File: src/cpsp_pkg.sv
// Package with widths, constants and types of the cascaded position and speed controller.
`timescale 1ns / 1ps

package cpsp_pkg;

  localparam int CHANNELS   = 4;
  localparam int CHAN_W     = 2;
  localparam int CHAN_IDX_W = (CHANNELS > 1) ? $clog2(CHANNELS) : 1;

  localparam int GAIN_W     = 24;
  localparam int CFG_IDX_W  = 3;
  localparam int SP_W       = 16;
  localparam int ANGLE_W    = 13;
  localparam int SPEED_W    = 16;
  localparam int DRIVE_W    = 16;

  localparam int FRAC_W     = 16;
  localparam int PERR_W     = 17;
  localparam int PDE_W      = PERR_W + 1;
  localparam int PINT_W     = 40;
  localparam int PTGT_W     = 49;
  localparam int SERR_W     = 50;
  localparam int SDE_W      = SERR_W + 1;
  localparam int SINT_W     = 35;

  localparam int OPND_W     = 52;
  localparam int LIMB_LO_W  = 32;
  localparam int MUL_B_W    = LIMB_LO_W + 1;
  localparam int PROD_W     = GAIN_W + 1 + MUL_B_W;
  localparam int ACC_W      = 62;
  localparam int DRV_FULL_W = ACC_W - FRAC_W;

  localparam logic [CFG_IDX_W-1:0] REG_CONTROL_MODE = CFG_IDX_W'(0);
  localparam logic [CFG_IDX_W-1:0] REG_POS_KP       = CFG_IDX_W'(1);
  localparam logic [CFG_IDX_W-1:0] REG_POS_KI       = CFG_IDX_W'(2);
  localparam logic [CFG_IDX_W-1:0] REG_POS_KD       = CFG_IDX_W'(3);
  localparam logic [CFG_IDX_W-1:0] REG_SPD_KP       = CFG_IDX_W'(4);
  localparam logic [CFG_IDX_W-1:0] REG_SPD_KI       = CFG_IDX_W'(5);
  localparam logic [CFG_IDX_W-1:0] REG_SPD_KD       = CFG_IDX_W'(6);

  localparam logic MODE_SPEED_ONLY = 1'b1;

  localparam int POS_BAND = 4;
  localparam logic [GAIN_W-1:0] DECAY_ZERO = GAIN_W'(65016);
  localparam logic [GAIN_W-1:0] DECAY_OUT  = GAIN_W'(59578);

  localparam logic signed [PINT_W-1:0] PINT_MAX = {1'b0, {(PINT_W-1){1'b1}}};
  localparam logic signed [PINT_W-1:0] PINT_MIN = {1'b1, {(PINT_W-1){1'b0}}};
  localparam logic signed [PTGT_W-1:0] PTGT_MAX = {1'b0, {(PTGT_W-1){1'b1}}};
  localparam logic signed [PTGT_W-1:0] PTGT_MIN = {1'b1, {(PTGT_W-1){1'b0}}};
  localparam logic signed [SINT_W-1:0] SINT_LIM = 35'sd8192000000;
  localparam logic signed [SINT_W-1:0] SINT_NEG = -35'sd8192000000;
  localparam logic signed [DRIVE_W-1:0] DRIVE_LIM = 16'sd25000;
  localparam logic signed [DRIVE_W-1:0] DRIVE_NEG = -16'sd25000;

  typedef enum logic [4:0] {
    ST_IDLE,
    ST_POS_ERR,
    ST_POS_SUM,
    ST_POS_KP_LO,
    ST_POS_KP_HI,
    ST_POS_KI_LO,
    ST_POS_KI_HI,
    ST_POS_KD_LO,
    ST_POS_KD_HI,
    ST_POS_DRAIN,
    ST_POS_OUT,
    ST_DEC_DRAIN,
    ST_POS_WB,
    ST_SPD_ERR,
    ST_SPD_SUM,
    ST_SPD_KP_LO,
    ST_SPD_KP_HI,
    ST_SPD_KI_LO,
    ST_SPD_KI_HI,
    ST_SPD_KD_LO,
    ST_SPD_KD_HI,
    ST_SPD_DRAIN,
    ST_FINAL,
    ST_DONE
  } cpsp_state_e;

  typedef struct packed {
    logic issue;
    logic hi;
    logic clr;
  } cpsp_mac_op_t;

  typedef struct packed {
    logic                     pos_err_we;
    logic                     pos_int_we;
    logic                     spd_we;
    logic signed [PERR_W-1:0] pos_err;
    logic signed [PINT_W-1:0] pos_int;
    logic signed [SERR_W-1:0] spd_err;
    logic signed [SINT_W-1:0] spd_int;
  } cpsp_wr_t;

  typedef struct packed {
    logic signed [PERR_W-1:0] pos_err;
    logic signed [PINT_W-1:0] pos_int;
    logic signed [SERR_W-1:0] spd_err;
    logic signed [SINT_W-1:0] spd_int;
  } cpsp_rd_t;

endpackage

File: src/cpsp_chan_state.sv
// Per-channel loop state: last errors and integrals of both loops.
`timescale 1ns / 1ps

module cpsp_chan_state import cpsp_pkg::*; (
  input  logic                  clk_i,
  input  logic                  rst_ni,
  input  logic [CHAN_IDX_W-1:0] idx_i,
  input  cpsp_wr_t              wr_i,
  output cpsp_rd_t              rd_o
);

  logic signed [PERR_W-1:0] pos_err_q [CHANNELS];
  logic signed [PINT_W-1:0] pos_int_q [CHANNELS];
  logic signed [SERR_W-1:0] spd_err_q [CHANNELS];
  logic signed [SINT_W-1:0] spd_int_q [CHANNELS];

  always_ff @(posedge clk_i or negedge rst_ni) begin
    if (!rst_ni) begin
      for (int i = 0; i < CHANNELS; i++) begin
        pos_err_q[i] <= '0;
        pos_int_q[i] <= '0;
        spd_err_q[i] <= '0;
        spd_int_q[i] <= '0;
      end
    end else begin
      if (wr_i.pos_err_we) begin
        pos_err_q[idx_i] <= wr_i.pos_err;
      end
      if (wr_i.pos_int_we) begin
        pos_int_q[idx_i] <= wr_i.pos_int;
      end
      if (wr_i.spd_we) begin
        spd_err_q[idx_i] <= wr_i.spd_err;
        spd_int_q[idx_i] <= wr_i.spd_int;
      end
    end
  end

  always_comb begin
    rd_o.pos_err = pos_err_q[idx_i];
    rd_o.pos_int = pos_int_q[idx_i];
    rd_o.spd_err = spd_err_q[idx_i];
    rd_o.spd_int = spd_int_q[idx_i];
  end

endmodule

File: config.mk
export PLATFORM = sky130hd
export DESIGN_NAME = cpsp_chan_state
export DESIGN_NICKNAME = d
export VERILOG_FILES = /design/src/cpsp_pkg.sv /design/src/cpsp_chan_state.sv
export SDC_FILE = /design/constraint.sdc
export NUM_CORES = 1
export LEC_CHECK = 0
export BUFFER_PORTS_ARGS = -buffer_cell sky130_fd_sc_hd__buf_2
export CAP_MARGIN = 5
export CORE_MARGIN = 2
export CORE_UTILIZATION = 63
export DETAILED_ROUTE_END_ITERATION = 10
export MAX_ROUTING_LAYER = met4
export PLACE_DENSITY = 0.85
export SYNTH_ARGS = -nofsm -noshare
export SYNTH_HDL_FRONTEND = slang
export SYNTH_SLANG_ARGS = --single-unit
File: constraint.sdc
create_clock -name clk_i -period 3.6 [get_ports clk_i]
set_input_delay 0.72 -clock clk_i [delete_from_list [all_inputs] [get_ports clk_i]]
set_output_delay 0.72 -clock clk_i [all_outputs]
set_load 0.02 [all_outputs]
==> impl_metrics.json, run 1 <==
{
  "clk_pin_slew_ns": 0.06,
  "antenna_found_initial": 12,
  "die_w_um": 201,
  "cp.required_ns": 2.88,
  "clkLatencyLatePin_ns": 0.59,
  "yosys.area.top_type": "dfrtp_1",
  "grt_setup_unrepaired": "false",
  "worst_pin_slew_ns": 0.763,
  "syn2layout_area_growth_pct": 16.3,
  "crit_chain": "buf_8 -> buf_12 -> mux4_2 -> buf_2",
  "critPathKind": "input port to output port",
  "outcome": "finished, final reports clean",
  "ir_drop_uv": 440,
  "drive_above_1_share": 0.657,
  "synth-seq-cells": 568,
  "cts_tree": "built",
  "ys.flop_type": "dfrtp_1",
  "ios": 291,
  "vias_per_cell": 6.03,
  "min_period_over_period": 0.802,
  "cts_sinks": 568,
  "ys_types": 15,
  "dp_cells": 2142,
  "postCtsSetupRepairBufs": 0,
  "post-route-min-period_ns": 2.89,
  "die_y_um": 201,
  "synthArstFlopShare": 1.00,
  "fin_cells": 2253,
  "drt-pass1-iter-count": 4,
  "setup_viol": 0,
  "rows": 72,
  "arrival_ns": 2.17,
  "slew_violations": 0,
  "htree_num_levels": 2,
  "yosysSeqAreaShare": 0.580,
  "io_buffers": 290,
  "root_buffer": "clkbuf_16",
  "yosysTopAreaCellShare": 0.580,
  "coreArea_um2": 38600,
  "routed_wl_um": 52600,
  "drc": 0,
  "wl_per_cell_um": 23.4,
  "initial_utilization": 0.636,
  "syn-num-nets": 1529,
  "p_per_area_nw_per_um2": 610,
  "critPathLaunchType": "input port",
  "slowest_stage": "mux4_2",
  "cts_hold_buffers": 0,
  "ant_nets": 0,
  "post_cts_resized": 0,
  "grt_max_degree": 99,
  "grt_pass1_wl_um": 85100,
  "grt-ovfl-total": 0,
  "place_hpwl_um": 34000,
  "synth_cells": 1380,
  "holdCritPathClass": "input port to asynchronous set/reset pin",
  "fill_cells": 2296,
  "yosysWarnings": 0,
  "vias": 13600,
  "finalSetupTns_ns": 0,
  "yosysMostFrequentCell": "dfrtp_1",
  "cpPeakStageDelay_ns": 0.56,
  "worstPathMaxFanout": 31,
  "drtIter0Drc": 623,
  "grt_pass1_vias": 15200,
  "die-area_um2": 40500,
  "clk_path_buf_depth": 3,
  "end_kind": "output port",
  "fmax_mhz": 347,
  "cts_buffers": 55,
  "final_nets": 1830,
  "synth_commonest_cells": "dfrtp_1 (568), mux2_2 (565), mux4_2 (142), buf_2 (54), buf_4 (27)",
  "skew_ns": 0,
  "p_leak_nw": 12.4,
  "gp_congestion": 0.774,
  "relSlewSlack": 0.492,
  "hold_viol": 0,
  "synth_edf_count": 0,
  "ys_top_cells_by_area": "dfrtp_1 (58%), mux2_2 (26%), mux4_2 (13%)",
  "max-cap-violations": 0,
  "syn_avg_cell_area_um2": 17.8,
  "netlist_area_um2": 24500,
  "grt.total_usage": 0.279
}
-- layout make-up --
class | count | area [µm²] | share of cell area
Tap cell | 518 | 648 | 0.0227
Antenna cell | 15 | 37.5 | 0.00132
Clock buffer | 82 | 1600 | 0.0562
Multi-Input combinational cell | 722 | 9770 | 0.343
Timing Repair Buffer | 334 | 2060 | 0.0722
Clock inverter | 14 | 175 | 0.00615
Sequential cell | 568 | 14200 | 0.499
-- layout by cell type, fill, tap and decap left out, drive strengths merged --
cell      count
buf         334
bufinv        4
clkbuf       82
clkinv        8
clkinvlp      2
dfrtp       568
diode        15
mux2        568
mux4        142
nand3         3
nand3b        6
nor3b         3
-- per-layer routing --
layer | vias to the layer above | track usage | wire length [µm]
li1 | 5843 | - | -
met1 | 7348 | 0.359 | 21600
met2 | 315 | 0.452 | 26600
met3 | 76 | 0.0596 | 3080
met4 | 0 | 0.0848 | 1290
met5 | - | - | 0
-- worst max-delay path: cells and delay by family --
kind / cells / cell delay [ns]
multiplexers: 1 / 0.56
buffers and inverters: 3 / 0.80
-- kinds of logic (layout without fill, tap and decap cells) --
family        count (synthesis)  after routing  synth area share
simple gates                 12             12           0.00577
buf+inv                      90            430            0.0228
flops                       568            568             0.580
other cells                   0             15                 0
mux                         710            710             0.391
-- power by group --
| group | total, mW | switching, mW | internal, mW |
|---|---|---|---|
| Sequential | 8.22 | 0.619 | 7.60 |
| Combinational | 3.47 | 1.60 | 1.87 |
| Clock | 5.69 | 2.36 | 3.34 |
-- path summary, 6_finish.rpt --
| kind | to | cells past startpoint | startpoint | slack (ns) |
|---|---|---|---|---|
| hold / removal | spd_err_q[123] | 1 | rst_ni | 0.1 |
| setup reg to reg | spd_err_q[44] | 1 | spd_err_q[44] | 2.79 |
| min in group clk_i | pos_int_q[124] | 2 | wr_i[89] | 0.40 |
| setup / recovery | rd_o[35] | 4 | idx_i[0] | 0.71 |
| max in group asynchronous | pos_err_q[49] | 2 | rst_ni | 2.46 |
| hold reg to reg | pos_int_q[126] | 1 | pos_int_q[126] | 0.49 |
-- through the flow --
step,instance area [µm²],utilization,power [mW],setup slack (ns),hold WS [ns]
after floorplan,24500,-,10.5,0.957,0.424
after global placement,26700,0.692,11.6,0.684,0.462
after detailed placement,26700,0.692,11.8,0.687,0.475
after CTS,28500,0.738,17.5,0.686,0.128
after global routing,28500,0.739,18.1,0.619,0.129
final,28500,0.739,17.4,0.714,0.0975
-- registers in the layout, indices dropped and copies added (netlist names) --
name       count
pos_int_q    160
pos_err_q     68
spd_err_q    200
spd_int_q    140
No activity file was read; power rests on OpenSTA's default activity.
==> run 2: changes to the inputs <==
- CORE_UTILIZATION: 63 -> 53
- PLACE_DENSITY: 0.85 -> 0.76
- clock period: 3.6 -> 2.4 ns (I/O delays scaled with it)
==> impl_metrics.json, run 2 (same netlist as run 1, synthesis figures left out) <==
{
  "ant_nets": 0,
  "drtIter0Drc": 666,
  "grt.total_usage": 0.242,
  "grt_pass1_vias": 15200,
  "critPathKind": "input port to output port",
  "ir_drop_uv": 618,
  "layout_commonest_cell": "dfrtp_1",
  "post-route-min-period_ns": 2.24,
  "drive_above_1_share": 0.668,
  "vias_per_cell": 5.74,
  "cts_tree": "built",
  "slew_violations": 0,
  "syn2layout_area_growth_pct": 19.1,
  "routed_wl_um": 55100,
  "top_register": "spd_err_q",
  "arrival_ns": 1.76,
  "fill_cells": 3294,
  "p_per_area_nw_per_um2": 910,
  "drt-pass1-iter-count": 6,
  "finalSetupTns_ns": 0,
  "ios": 291,
  "antenna_found_initial": 12,
  "vias": 13600,
  "cts_buffers": 58,
  "p_leak_nw": 12.7,
  "final_nets": 1865,
  "wl_per_cell_um": 23.2,
  "fmax_mhz": 447,
  "cts_sinks": 568,
  "largest_register_ffs": 200,
  "hold_viol": 0,
  "grt_setup_unrepaired": "false",
  "max-cap-violations": 0,
  "coreArea_um2": 45500,
  "drc": 0,
  "die_w_um": 219,
  "place_hpwl_um": 36700,
  "clk_path_buf_depth": 3,
  "gp_congestion": 0.786,
  "reg_top3": "spd_err_q x200, pos_int_q x160, spd_int_q x140",
  "io_buffers": 290,
  "cp.required_ns": 1.92,
  "critPathLaunchType": "input port",
  "worstPathMaxFanout": 35,
  "grt_pass1_wl_um": 86100,
  "post_cts_resized": 0,
  "dp_cells": 2255,
  "cts_hold_buffers": 1,
  "grt_max_degree": 88,
  "setup_viol": 0,
  "rows": 78,
  "relSlewSlack": 0.631,
  "outcome": "finished, final reports clean",
  "holdCritPathClass": "input port to flip-flop",
  "skew_ns": 0,
  "worst_pin_slew_ns": 0.553,
  "fin_cells": 2377,
  "min_period_over_period": 0.932,
  "final_cell_mix": "dfrtp_1 (568), mux2_2 (565), buf_2 (287)",
  "die_y_um": 219,
  "die-area_um2": 48000,
  "clk_pin_slew_ns": 0.06,
  "htree_num_levels": 2,
  "root_buffer": "clkbuf_16",
  "grt-ovfl-total": 0,
  "end_kind": "output port",
  "postCtsSetupRepairBufs": 0,
  "clkLatencyLatePin_ns": 0.59,
  "initial_utilization": 0.539
}
run 2: changes by cell type in the layout (fill, tap and decap cells not counted), moves of 2 or more:
cell | before | now
clkinvlp_4 | 2 | 5
clkbuf_8 | 8 | 12
buf_4 | 24 | 38
clkinv_2 | 8 | 12
clkbuf_1 | 17 | 12
inv_6 | 0 | 2
buf_12 | 20 | 37
run 2: through the flow:
step / hold WS [ns] / power [mW] / worst slack (ns) / util / area [µm²]
detailed placement: 0.473 / 17.8 / 0.125 / 0.599 / 27200
finish: 0.136 / 26.6 / 0.164 / 0.642 / 29200
global route: 0.119 / 27.7 / 0.129 / 0.642 / 29200
global placement: 0.462 / 17.5 / 0.145 / 0.599 / 27200
CTS: 0.101 / 26.8 / 0.142 / 0.641 / 29200
floorplan: 0.184 / 15.8 / 0.237 / - / 24500
run 2: final timing paths:
| check | from | cells past startpoint | end | slack (ns) |
|---|---|---|---|---|
| worst min-delay path | wr_i[89] | 2 | pos_int_q[124] | 0.14 |
| min in group asynchronous | rst_ni | 2 | spd_err_q[175] | 0.41 |
| worst min register to register | pos_int_q[124] | 1 | pos_int_q[124] | 0.49 |
| max in group asynchronous | rst_ni | 3 | spd_err_q[131] | 1.11 |
| worst max-delay path | idx_i[1] | 4 | rd_o[3] | 0.16 |
| worst max register to register | spd_err_q[68] | 1 | spd_err_q[68] | 1.61 |
run 2: final cells by class:
type	count	area, µm²	area share
Tap cell	600	751	0.0257
Clock inverter	25	260	0.00891
Sequential cell	568	14200	0.487
Multi-Input combinational cell	722	9770	0.334
Clock buffer	82	1660	0.0569
Timing Repair Buffer	366	2510	0.0861
Antenna cell	14	35.0	0.00120
run 2: report_power, final:
part           internal, mW  switching, mW  leakage, nW  total (mW)
Clock                  5.25           3.74        0.940        8.99
Combinational          2.87           2.42         5.07        5.29
Sequential             11.4          0.888         6.72        12.3
run 2: layer usage:
layer / global-route usage / share of wire
met5: - / 0
met4: 0.0604 / 0.018
met3: 0.0590 / 0.066
met2: 0.390 / 0.50
met1: 0.311 / 0.42
run 2: worst max-delay path, cell delays in order:
cell and delay (ns):
buf_6 0.42, buf_4 0.31, mux4_2 0.34, buf_2 0.18
